`config.mk`:
```
export PLATFORM = sky130hd
export DESIGN_NAME = rgb_led_pattern_sequencer_core
export DESIGN_NICKNAME = d
export VERILOG_FILES = /design/src/hdl/rlps_pkg.sv /design/src/hdl/rgb_led_pattern_sequencer_core.sv /design/src/hdl/rlps_step.sv
export SDC_FILE = /design/constraint.sdc
export NUM_CORES = 1
export LEC_CHECK = 0
export BUFFER_PORTS_ARGS = -buffer_cell sky130_fd_sc_hd__buf_4
export CAP_MARGIN = 20
export CELL_PAD_IN_SITES_DETAIL_PLACEMENT = 1
export CELL_PAD_IN_SITES_GLOBAL_PLACEMENT = 2
export CORE_MARGIN = 1.5
export CORE_UTILIZATION = 45
export CTS_CLUSTER_DIAMETER = 80
export DETAILED_ROUTE_END_ITERATION = 12
export PLACE_DENSITY_LB_ADDON = 0.1
export SLEW_MARGIN = 40
export SYNTH_ARGS = -nofsm -noshare
export SYNTH_HDL_FRONTEND = slang
export SYNTH_HIERARCHICAL = 1
export SYNTH_SLANG_ARGS = --single-unit
```
`constraint.sdc`:
```
create_clock -name clk -period 30.9 [get_ports clk]
set_input_delay 1.545 -clock clk [delete_from_list [all_inputs] [get_ports clk]]
set_output_delay 1.545 -clock clk [all_outputs]
set_load 0.01 [all_outputs]
```
`src/hdl/rlps_pkg.sv`:
```
package rlps_pkg;

	localparam int DUTY_BITS_DEFAULT = 16;
	localparam int OUT_DUTY_BITS     = 16;
	localparam int CFG_DATA_BITS     = 16;
	localparam int CFG_ADDR_BITS     = 1;

	localparam logic [15:0] PWM_PERIOD_RESET = 16'd20000;

	localparam logic [CFG_ADDR_BITS-1:0] REG_PWM_PERIOD = 1'b0;
	localparam logic [CFG_ADDR_BITS-1:0] REG_LEDS_READY = 1'b1;

	localparam logic [1:0] ACT_TICK  = 2'd0;
	localparam logic [1:0] ACT_START = 2'd1;
	localparam logic [1:0] ACT_OFF   = 2'd2;

	localparam logic [3:0] PAT_INIT_FAIL    = 4'd0;
	localparam logic [3:0] PAT_ADV_FAIL     = 4'd1;
	localparam logic [3:0] PAT_SENSOR       = 4'd2;
	localparam logic [3:0] PAT_BREATHING    = 4'd3;
	localparam logic [3:0] PAT_CONNECTED    = 4'd4;
	localparam logic [3:0] PAT_CONN_FAIL    = 4'd5;
	localparam logic [3:0] PAT_DISCONNECTED = 4'd6;
	localparam logic [3:0] PAT_DIS_TX       = 4'd7;
	localparam logic [3:0] PAT_NUS_RX       = 4'd8;
	localparam logic [3:0] PAT_LAST         = PAT_NUS_RX;

	localparam logic [7:0] INIT_FAIL_WRAP = 8'd140;
	localparam logic [7:0] ADV_FAIL_WRAP  = 8'd40;
	localparam logic [7:0] BREATH_LAST    = 8'd80;

	localparam int BREATH_PERIOD = 40;
	localparam int BREATH_DIV    = 20;

	typedef struct packed {
		logic [1:0] action;
		logic [3:0] pattern_id;
	} rlps_in_t;

	typedef struct packed {
		logic [OUT_DUTY_BITS-1:0] red_duty;
		logic [OUT_DUTY_BITS-1:0] green_duty;
		logic [OUT_DUTY_BITS-1:0] blue_duty;
		logic                     status_led;
		logic                     playing;
	} rlps_out_t;

	typedef struct packed {
		logic [3:0] pattern;
		logic [7:0] step;
		logic       running;
		logic       led;
	} rlps_ctrl_t;

endpackage

```
`src/hdl/rgb_led_pattern_sequencer_core.sv`:
```
// Plays one of nine LED patterns on three PWM duty values and a plain status LED.
// A transaction carries a tick, a start with a pattern number, or an off command;
// each one returns exactly one result transaction with the duties, the status LED
// and whether a pattern is still playing. The block takes one transaction every
// cycle while out_ready lets results drain; an accepted input is held in the input
// register, passes through the step logic into the result register, and the result
// waits there while out_ready is low. The longest path is the breathing step, a
// single multiply of the period by a constant-table reciprocal of twenty. Write
// pwm_period and leds_ready only while no transaction is in flight.
module rgb_led_pattern_sequencer_core import rlps_pkg::*; #(
	parameter int DUTY_BITS = DUTY_BITS_DEFAULT
) (
	input  logic                     clk,
	input  logic                     arst_n,
	input  logic                     in_valid,
	output logic                     in_ready,
	input  rlps_in_t                 in_data,
	output logic                     out_valid,
	input  logic                     out_ready,
	output rlps_out_t                out_data,
	input  logic                     cfg_we,
	input  logic [CFG_ADDR_BITS-1:0] cfg_addr,
	input  logic [CFG_DATA_BITS-1:0] cfg_wdata
);

	logic                      valid_s1;
	rlps_in_t                  item_s1;
	logic                      adv;
	logic [15:0]               pwm_period_q;
	logic                      leds_ready_q;
	rlps_ctrl_t                ctrl_q;
	rlps_ctrl_t                ctrl_nxt;
	logic [2:0][DUTY_BITS-1:0] duty_q;
	logic [2:0][DUTY_BITS-1:0] duty_nxt;
	logic                      out_valid_q;
	rlps_out_t                 out_data_q;

	assign adv      = valid_s1 && (!out_valid_q || out_ready);
	assign in_ready = !valid_s1 || adv;

	always_ff @(posedge clk or negedge arst_n) begin
		if (!arst_n) begin
			pwm_period_q <= PWM_PERIOD_RESET;
			leds_ready_q <= 1'b0;
		end else if (cfg_we) begin
			unique case (cfg_addr)
				REG_PWM_PERIOD: pwm_period_q <= cfg_wdata[15:0];
				REG_LEDS_READY: leds_ready_q <= cfg_wdata[0];
				default: ;
			endcase
		end
	end

	always_ff @(posedge clk or negedge arst_n) begin
		if (!arst_n) begin
			valid_s1 <= 1'b0;
		end else if (in_ready) begin
			valid_s1 <= in_valid;
		end
	end

	always_ff @(posedge clk) begin
		if (in_valid && in_ready) begin
			item_s1 <= in_data;
		end
	end

	rlps_step #(
		.DUTY_BITS(DUTY_BITS)
	) u_step (
		.item      (item_s1),
		.leds_ready(leds_ready_q),
		.period    (DUTY_BITS'(pwm_period_q)),
		.ctrl      (ctrl_q),
		.duty      (duty_q),
		.ctrl_nxt  (ctrl_nxt),
		.duty_nxt  (duty_nxt)
	);

	always_ff @(posedge clk or negedge arst_n) begin
		if (!arst_n) begin
			ctrl_q <= '0;
			duty_q <= '0;
		end else if (adv) begin
			ctrl_q <= ctrl_nxt;
			duty_q <= duty_nxt;
		end
	end

	always_ff @(posedge clk or negedge arst_n) begin
		if (!arst_n) begin
			out_valid_q <= 1'b0;
		end else if (adv) begin
			out_valid_q <= 1'b1;
		end else if (out_ready) begin
			out_valid_q <= 1'b0;
		end
	end

	always_ff @(posedge clk) begin
		if (adv) begin
			out_data_q.red_duty   <= OUT_DUTY_BITS'(duty_nxt[0]);
			out_data_q.green_duty <= OUT_DUTY_BITS'(duty_nxt[1]);
			out_data_q.blue_duty  <= OUT_DUTY_BITS'(duty_nxt[2]);
			out_data_q.status_led <= ctrl_nxt.led;
			out_data_q.playing    <= ctrl_nxt.running;
		end
	end

	assign out_valid = out_valid_q;
	assign out_data  = out_data_q;

endmodule

```
`src/hdl/rlps_step.sv`:
```
module rlps_step import rlps_pkg::*; #(
	parameter int DUTY_BITS = DUTY_BITS_DEFAULT
) (
	input  rlps_in_t                         item,
	input  logic                             leds_ready,
	input  logic [DUTY_BITS-1:0]             period,
	input  rlps_ctrl_t                       ctrl,
	input  logic [2:0][DUTY_BITS-1:0]        duty,
	output rlps_ctrl_t                       ctrl_nxt,
	output logic [2:0][DUTY_BITS-1:0]        duty_nxt
);

	localparam int SHIFT      = DUTY_BITS + 5;
	localparam int PROD_BITS  = DUTY_BITS + SHIFT;
	localparam int RECIP_ROWS = BREATH_DIV + 1;

	logic [SHIFT-1:0]     recip [RECIP_ROWS];
	logic                 start_ok;
	logic                 off_ok;
	logic                 do_run;
	logic [3:0]           pat;
	logic [7:0]           s;
	logic [5:0]           ph;
	logic [4:0]           k;
	logic [PROD_BITS-1:0] prod;
	logic [DUTY_BITS-1:0] breath;

	// Each row holds ceil(k * 2^SHIFT / 20), so the product shifted down equals
	// period * k / 20 truncated. The full-scale row is taken from the period itself.
	for (genvar i = 0; i < RECIP_ROWS; i++) begin : g_recip
		if (i == BREATH_DIV) begin : g_full
			assign recip[i] = '0;
		end else begin : g_frac
			assign recip[i] = SHIFT'(((64'(i) << SHIFT) + 64'(BREATH_DIV - 1)) / BREATH_DIV);
		end
	end

	assign start_ok = (item.action == ACT_START) && leds_ready && (item.pattern_id <= PAT_LAST);
	assign off_ok   = (item.action == ACT_OFF) && leds_ready;
	assign do_run   = start_ok || ((item.action == ACT_TICK) && ctrl.running);
	assign pat      = start_ok ? item.pattern_id : ctrl.pattern;
	assign s        = start_ok ? 8'd0 : ctrl.step;

	always_comb begin
		if (s < 8'(BREATH_PERIOD)) begin
			ph = s[5:0];
		end else if (s < BREATH_LAST) begin
			ph = 6'(s - 8'(BREATH_PERIOD));
		end else begin
			ph = '0;
		end
	end

	assign k      = (ph < 6'(BREATH_DIV)) ? ph[4:0] : 5'(6'(BREATH_PERIOD) - ph);
	assign prod   = PROD_BITS'(period) * PROD_BITS'(recip[k]);
	assign breath = (k == 5'(BREATH_DIV)) ? period : DUTY_BITS'(prod >> SHIFT);

	always_comb begin
		logic                 put;
		logic                 run_step;
		logic                 led_nxt;
		logic [7:0]           s_nxt;
		logic [DUTY_BITS-1:0] r;
		logic [DUTY_BITS-1:0] g;
		logic [DUTY_BITS-1:0] b;

		put      = 1'b0;
		run_step = 1'b1;
		led_nxt  = ctrl.led;
		s_nxt    = s + 8'd1;
		r        = '0;
		g        = '0;
		b        = '0;

		case (pat)
			PAT_INIT_FAIL: begin
				if (s == 8'd0) begin
					put = 1'b1;
					r   = period;
				end else if (s == ADV_FAIL_WRAP) begin
					put = 1'b1;
				end else if (s == INIT_FAIL_WRAP) begin
					s_nxt = 8'd0;
				end
			end
			PAT_ADV_FAIL: begin
				if (s inside {8'd0, 8'd8}) begin
					put = 1'b1;
					r   = period;
				end else if (s inside {8'd4, 8'd12}) begin
					put = 1'b1;
				end else if (s == ADV_FAIL_WRAP) begin
					s_nxt = 8'd0;
				end
			end
			PAT_SENSOR: begin
				put = 1'b1;
				if (s[0]) begin
					r = period;
					g = period;
				end
			end
			PAT_BREATHING: begin
				put = 1'b1;
				if (s == BREATH_LAST) begin
					run_step = 1'b0;
				end else begin
					g = breath;
					b = breath >> 1;
				end
			end
			PAT_CONNECTED: begin
				put = 1'b1;
				if (s inside {8'd0, 8'd2, 8'd4, 8'd6}) begin
					b = period;
				end else if (s == 8'd7) begin
					run_step = 1'b0;
					led_nxt  = ~ctrl.led;
				end
			end
			PAT_CONN_FAIL: begin
				if (s inside {8'd0, 8'd8, 8'd16}) begin
					put = 1'b1;
					r   = period;
				end else if (s inside {8'd4, 8'd12, 8'd20}) begin
					put      = 1'b1;
					run_step = 1'b0;
					led_nxt  = 1'b0;
				end
			end
			PAT_DISCONNECTED: begin
				if (s == 8'd0) begin
					put = 1'b1;
					b   = period;
				end else if (s == 8'd2) begin
					put = 1'b1;
					r   = period;
				end else if (s == 8'd4) begin
					put      = 1'b1;
					run_step = 1'b0;
					led_nxt  = 1'b0;
				end
			end
			PAT_DIS_TX: begin
				put = 1'b1;
				if (s inside {8'd0, 8'd2}) begin
					r = period;
					g = period >> 2;
					b = period >> 1;
				end else if (s == 8'd3) begin
					run_step = 1'b0;
				end
			end
			PAT_NUS_RX: begin
				put = 1'b1;
				if (s inside {8'd0, 8'd2, 8'd4, 8'd6}) begin
					r = period;
					b = period;
				end else if (s == 8'd7) begin
					run_step = 1'b0;
				end
			end
			default: begin
				run_step = 1'b0;
			end
		endcase

		ctrl_nxt = ctrl;
		duty_nxt = duty;
		if (off_ok) begin
			ctrl_nxt = '0;
			duty_nxt = '0;
		end else if (do_run) begin
			ctrl_nxt.pattern = pat;
			ctrl_nxt.running = run_step;
			ctrl_nxt.led     = led_nxt;
			ctrl_nxt.step    = run_step ? s_nxt : s;
			if (put) begin
				duty_nxt[0] = r;
				duty_nxt[1] = g;
				duty_nxt[2] = b;
			end
		end
	end

endmodule
```
Word level (Yosys, flattened, before mapping)

Memory sizes are Yosys's and may differ from the RTL's.
Index checks and enable logic that the tools add are counted.

$add $sub $neg: 3
Multipliers: 1
Magnitude comparators: 5
Eq/ne operators: 23
Muxes and demuxes: 67
Bitwise operators: 3
Reduce and logical (&&, ||, !) cells: 28

Operator list:

| cell                                                | count |
|---|---|
| two-way mux 16 bit                                  | 10 |
| two-way mux 48 bit                                  | 3 |
| one-hot mux 16 bit (7 select lines)                 | 1 |
| two-way mux 8 bit                                   | 8 |
| one-hot mux 16 bit (4 select lines)                 | 1 |
| one-hot mux 16 bit (3 select lines)                 | 1 |
| two-way mux 14 bit                                  | 3 |
| two-way mux 21 bit                                  | 2 |
| multiplier 16 x 21 -> 37 bit                        | 1 |
| two-way mux 15 bit                                  | 2 |
| two-way mux 1 bit                                   | 28 |
| equality test 8 x 3 -> 1 bit, second input constant | 3 |
| equality test 4 x 3 -> 1 bit, second input constant | 4 |
| equality test 8 x 2 -> 1 bit, second input constant | 2 |
| equality test 8 x 4 -> 1 bit, second input constant | 2 |
| equality test 8 x 5 -> 1 bit, second input constant | 2 |
| one-hot mux 8 bit (2 select lines)                  | 1 |
| two-way mux 6 bit                                   | 2 |
| nonzero test 2 bit                                  | 5 |
| adder 8 x 1 -> 8 bit, second input constant         | 1 |
| equality test 4 x 2 -> 1 bit, second input constant | 2 |
| equality test 8 x 6 -> 1 bit, second input constant | 1 |
| equality test 8 x 7 -> 1 bit, second input constant | 1 |
| equality test 8 bit, second input constant          | 1 |
| 31 further kinds                                    | 43 |

Bits in registers: 137
Bits in read-only memories: 672
Input bits: 28
Output and inout bits: 52
Word-level logic and storage cells: 149
Memories: 1

Memory list:

| name            | words | bits a word | read ports | clocked after memory_dff | wr ports | line            | source |
|---|---|---|---|---|---|---|---|
| (no name shown) | 32    | 21          | 1          | 0                        | 0        | rlps_step.sv:55 | `assign prod = PROD_BITS'(period) * PROD_BITS'(recip[k]);` |

Logic depth before layout (Yosys ltp)

Depth after elaboration: 20
Mapped depth: 47
Mapped depth without buffers: 43

By module

The synthesis kept the hierarchy.

Modules (own cells, without submodules):

| module                         | times used | cells an instance | area an instance (um2) |
|---|---|---|---|
| rlps_step                      | 1          | 1454              | 11516.0 |
| rgb_led_pattern_sequencer_core | 1          | 233               | 5007.3 |

Least setup slack after synthesis

Ideal clock, no wire load.

Kind: register to register
From: reg item_s1[4] (netlist name)
To: reg duty_q[46] (netlist name)
Data arrival time: 10.196 ns
Slack: 20.579 ns
Cell stages (with the launch flop): 45
Path buffers: 4
Period minus slack after synthesis: 10.321 ns
Path through: edfxtp_1 > nor4bb_1 > buf_6 > a21oi_1 > buf_2 > and2_1 > inv_1 > ha_1 > nor2_1 > a211oi_1 > a21oi_1 > nor2_1 > mux2i_4 > inv_1 > ha_1 > mux2i_1 > o32ai_4 > or2_2 > [9 not listed] > fa_1 > inv_1 > fa_1 > inv_1 > ha_1 > a21oi_1 > o21ai_0 > a21oi_1 > o21ai_0 > a21o_1 > a221o_1 > a2111oi_0 > a21bo_2 > o31ai_2 > xnor2_1 > a22oi_1 > a211oi_1 > mux2_4

RTL lines:

| element                  | line                                 | source |
|---|---|---|
| start: declaration       | rgb_led_pattern_sequencer_core.sv:27 | `rlps_in_t item_s1;` |
| start signal: assignment | rgb_led_pattern_sequencer_core.sv:64 | `item_s1 <= in_data;` |
| end signal: assignment   | rgb_led_pattern_sequencer_core.sv:86 | `duty_q <= duty_nxt;` |
| end: declaration         | rgb_led_pattern_sequencer_core.sv:33 | `logic [2:0][DUTY_BITS-1:0] duty_q;` |

==> flow_metrics.py <==
metrics = {
    "synthesis": {
        "synth_top_area_cell": "fa_1",
        "synth_seq_area_share": 0.225,
        "synth-seq-cells": 137,
        "async_reset_ff_frac": 0.591,
        "syn-num-nets": 2027,
        "syn_area_um2": 16500,
        "synth_flop_cell": "dfrtp_1",
        "synth-edff-count": 56,
        "synthTopCellsByArea": "fa_1 23%, dfrtp_1 12%, edfxtp_1 10%",
        "yosys_warnings": 6,
        "syn_avg_cell_area_um2": 9.79,
        "yosys.area.top_type_share": 0.227,
        "synth.distinct_cells": 85,
        "syn_inst": 1687,
    },
    "clock_network": {
        "tritoncts": "yes",
        "numCtsBuffers": 17,
        "htree_levels": 4,
        "clk_pin_slew_worst_paths_ns": 0.07,
        "cts_sinks": 137,
        "clk_latency_ns": 0.43,
        "clk_path_buf_depth": 2,
        "cts_resized": 0,
        "cts.hold.buffers_added": 0,
        "postCtsSetupBuffers": 0,
        "root_buffer": "clkbuf_16",
    },
    "final_layout": {
        "final_layout_size_suffix_gt1_frac": 0.150,
        "nets": 2067,
        "syn_to_final_growth_pct": 9.51,
    },
    "status": {
        "outcome": "completed",
    },
    "placed_design": {
        "place.gp.congestion": 0.933,
        "dp_hpwl_mm": 41.7,
        "port_buffers": 79,
    },
    "global_routing": {
        "globalRouteTotalUtil": 0.289,
        "antenna_found_initial": 1,
        "grt_pass1_wl_mm": 83.4,
        "grt_max_degree": 68,
        "gr-total-overflow": 0,
        "grt_pass1_vias": 13972,
    },
    "worst_setup_path": {
        "r2r-start": "item_s1[4]",
        "arrival_ns": 12.12,
        "r2r_end": "duty_q[38]",
        "crit_fanout": 16,
        "cp_slowest_stage_delay_ns": 0.72,
        "crit_start": "item_s1[4]",
        "regToRegSetupSlack_ns": 19.10,
        "path_class": "flip-flop to flip-flop",
        "critPathLaunchType": "flip-flop",
        "ff2ff_path_depth": 41,
        "required_ns": 31.22,
        "crit_end": "duty_q[38]",
        "worstSetupEndpointType": "flip-flop",
        "slowest_stage": "nor4bb_2",
        "cp.buffers_inverters": 7,
        "cp.depth": 41,
        "crit_family": "adder cells",
    },
    "floorplanning": {
        "start_util": 0.455,
        "dieArea_um2": 37900,
        "fp.dieH_um": 195,
        "rows": 70,
        "boundaryPins": 80,
        "dieWidth_um": 195,
        "coreArea_um2": 36300,
    },
    "sta": {
        "fin_skew_ns": 0.0140,
        "slew_violations": 0,
        "rsz0062_at_grt": "no",
        "max_freq_mhz": 84.7,
        "hold_viol_final": 0,
        "slew_headroom": 0.472,
        "finalCritPeriodShare": 0.382,
        "worst_pin_slew_ns": 0.786,
        "fin_tns_setup_ns": 0,
        "hold_slack_ns": 0.515,
        "setup_violations": 0,
        "fin_crit_ns": 11.80,
    },
    "drt": {
        "drcViolationCount": 0,
        "route.antenna.remaining_nets": 0,
        "routed_wl_mm": 52.6,
        "wl_per_cell_um": 23.8,
        "first_pass_iters": 5,
        "num_vias": 12704,
        "drtIter0Drc": 885,
        "via_per_inst": 5.75,
    },
    "job": {
        "maxCapViolations": 0,
    },
    "min_path": {
        "worstHoldPathType": "flip-flop to flip-flop",
    },
}
==> metal layers <==
metal / vias to the layer above / GRT usage / share of wire
li1: 5757 / - / -
met1: 6555 / 0.385 / 0.44
met2: 326 / 0.493 / 0.49
met3: 66 / 0.0331 / 0.042
met4: 0 / 0.0903 / 0.027
met5: - / 0 / 0
==> worst register-to-register path: cells and delay by family (launching register included) <==
kind,cells,cell delay [ns]
XOR/XNOR,1,0.35
adder cells (fa/ha/maj),9,3.92
flip-flops,1,0.53
multiplexers,3,1.01
buffers and inverters,7,0.76
AO/OA/AOI/OAI,14,3.03
AND/OR/NAND/NOR,7,2.11
==> per-stage QoR <==
stage               std cells  setup WS, ns  utilization  area (um2)
global route             2208         18.27        0.498       18100
finish                   2209         19.10        0.498       18100
floorplan                1687         20.58            -       16500
global placement         2176         19.30        0.482       17500
CTS                      2208         19.17        0.498       18100
detailed placement       2176         19.23        0.482       17500
==> cells in the mapped netlist, types with 7 or more instances <==
master and count:
a22oi_1 35, ha_1 125, nand4_1 15, edfxtp_1 56
and2_1 74, a22o_1 11, mux2_2 14, nand2b_1 16
xnor2_1 12, o211ai_1 7, nand2_1 135, mux2i_1 8
buf_6 11, fa_1 187, mux2_4 66, nor2_1 83
xor2_1 11, o21ai_0 42, nor2b_1 13, nor4_1 7
a222oi_1 9, dfrtp_1 76, buf_2 13, a211oi_1 14
clkbuf_1 54, a21oi_1 70, a21o_1 31, o21bai_1 12
and3_1 12, o21ai_1 9, inv_1 288, o2111ai_1 7
nor3_1 19, a221o_1 14, nand3_1 23
==> sequential cells by signal, indices dropped and copies added, names as in the netlist <==
name,flops
duty_q,48
item_s1,6
leds_ready_q,1
out_valid,1
out_data,50
valid_s1,1
ctrl_q,14
pwm_period_q,16
==> worst min path at each step <==
| stage | start | endpoint | slack [ns] | cells past startpoint |
|---|---|---|---|---|
| floorplan | ctrl_q[5] | ctrl_q[5] | 0.48 | 1 |
| global placement | duty_q[15] | duty_q[15] | 0.49 | 1 |
| detailed placement | duty_q[42] | duty_q[42] | 0.50 | 1 |
| CTS | duty_q[4] | duty_q[4] | 0.51 | 1 |
| global route | duty_q[3] | duty_q[3] | 0.53 | 1 |
| finish | duty_q[24] | duty_q[24] | 0.51 | 1 |
==> logic make-up (layout without fill, tap and decap cells) <==
| logic type | after synthesis | after routing | synth area share |
|---|---|---|---|
| AND/OR/NAND/NOR | 440 | 440 | 0.136 |
| buffers and inverters | 371 | 424 | 0.0909 |
| other | 0 | 1 | 0 |
| flip-flops | 137 | 137 | 0.225 |
| XOR/XNOR | 23 | 23 | 0.0122 |
| AO/OA/AOI/OAI | 312 | 312 | 0.135 |
| multiplexers | 92 | 92 | 0.0798 |
| adder cells (fa/ha/maj) | 312 | 312 | 0.321 |
==> cells in the final DEF, fill, tap and decap left out, drive strengths merged, types with 6 or more instances in the layout <==
cell,instances
nor3,21
inv,297
o2111ai,7
a221o,14
ha,125
nand2,136
or2,7
o21bai,12
a21oi,70
o21a,7
a222oi,9
a2111oi,6
fa,187
o21ai,52
a22oi,35
clkbuf,17
nor4b,7
o211ai,9
a22o,11
a211oi,17
a21o,31
nand2b,17
nor4,7
nor2,84
buf,104
dfrtp,76
and2,74
nand4,15
edfxtp,56
nor2b,13
mux2,80
nand3,24
xnor2,12
and3,12
xor2,11
mux2i,12
==> cell type report <==
cell class / count / area, um2
Fill cell: 4136 / 18300
Antenna cell: 1 / 2.50
Clock buffer: 17 / 425
Tap cell: 468 / 586
Timing Repair Buffer: 104 / 788
Multi-Input combinational cell: 1179 / 11400
Clock inverter: 15 / 130
Inverter: 288 / 1080
Sequential cell: 137 / 3710
Power is not shown: default switching activity piles up to over one toggle a cycle in this logic, so the estimate is an artifact.
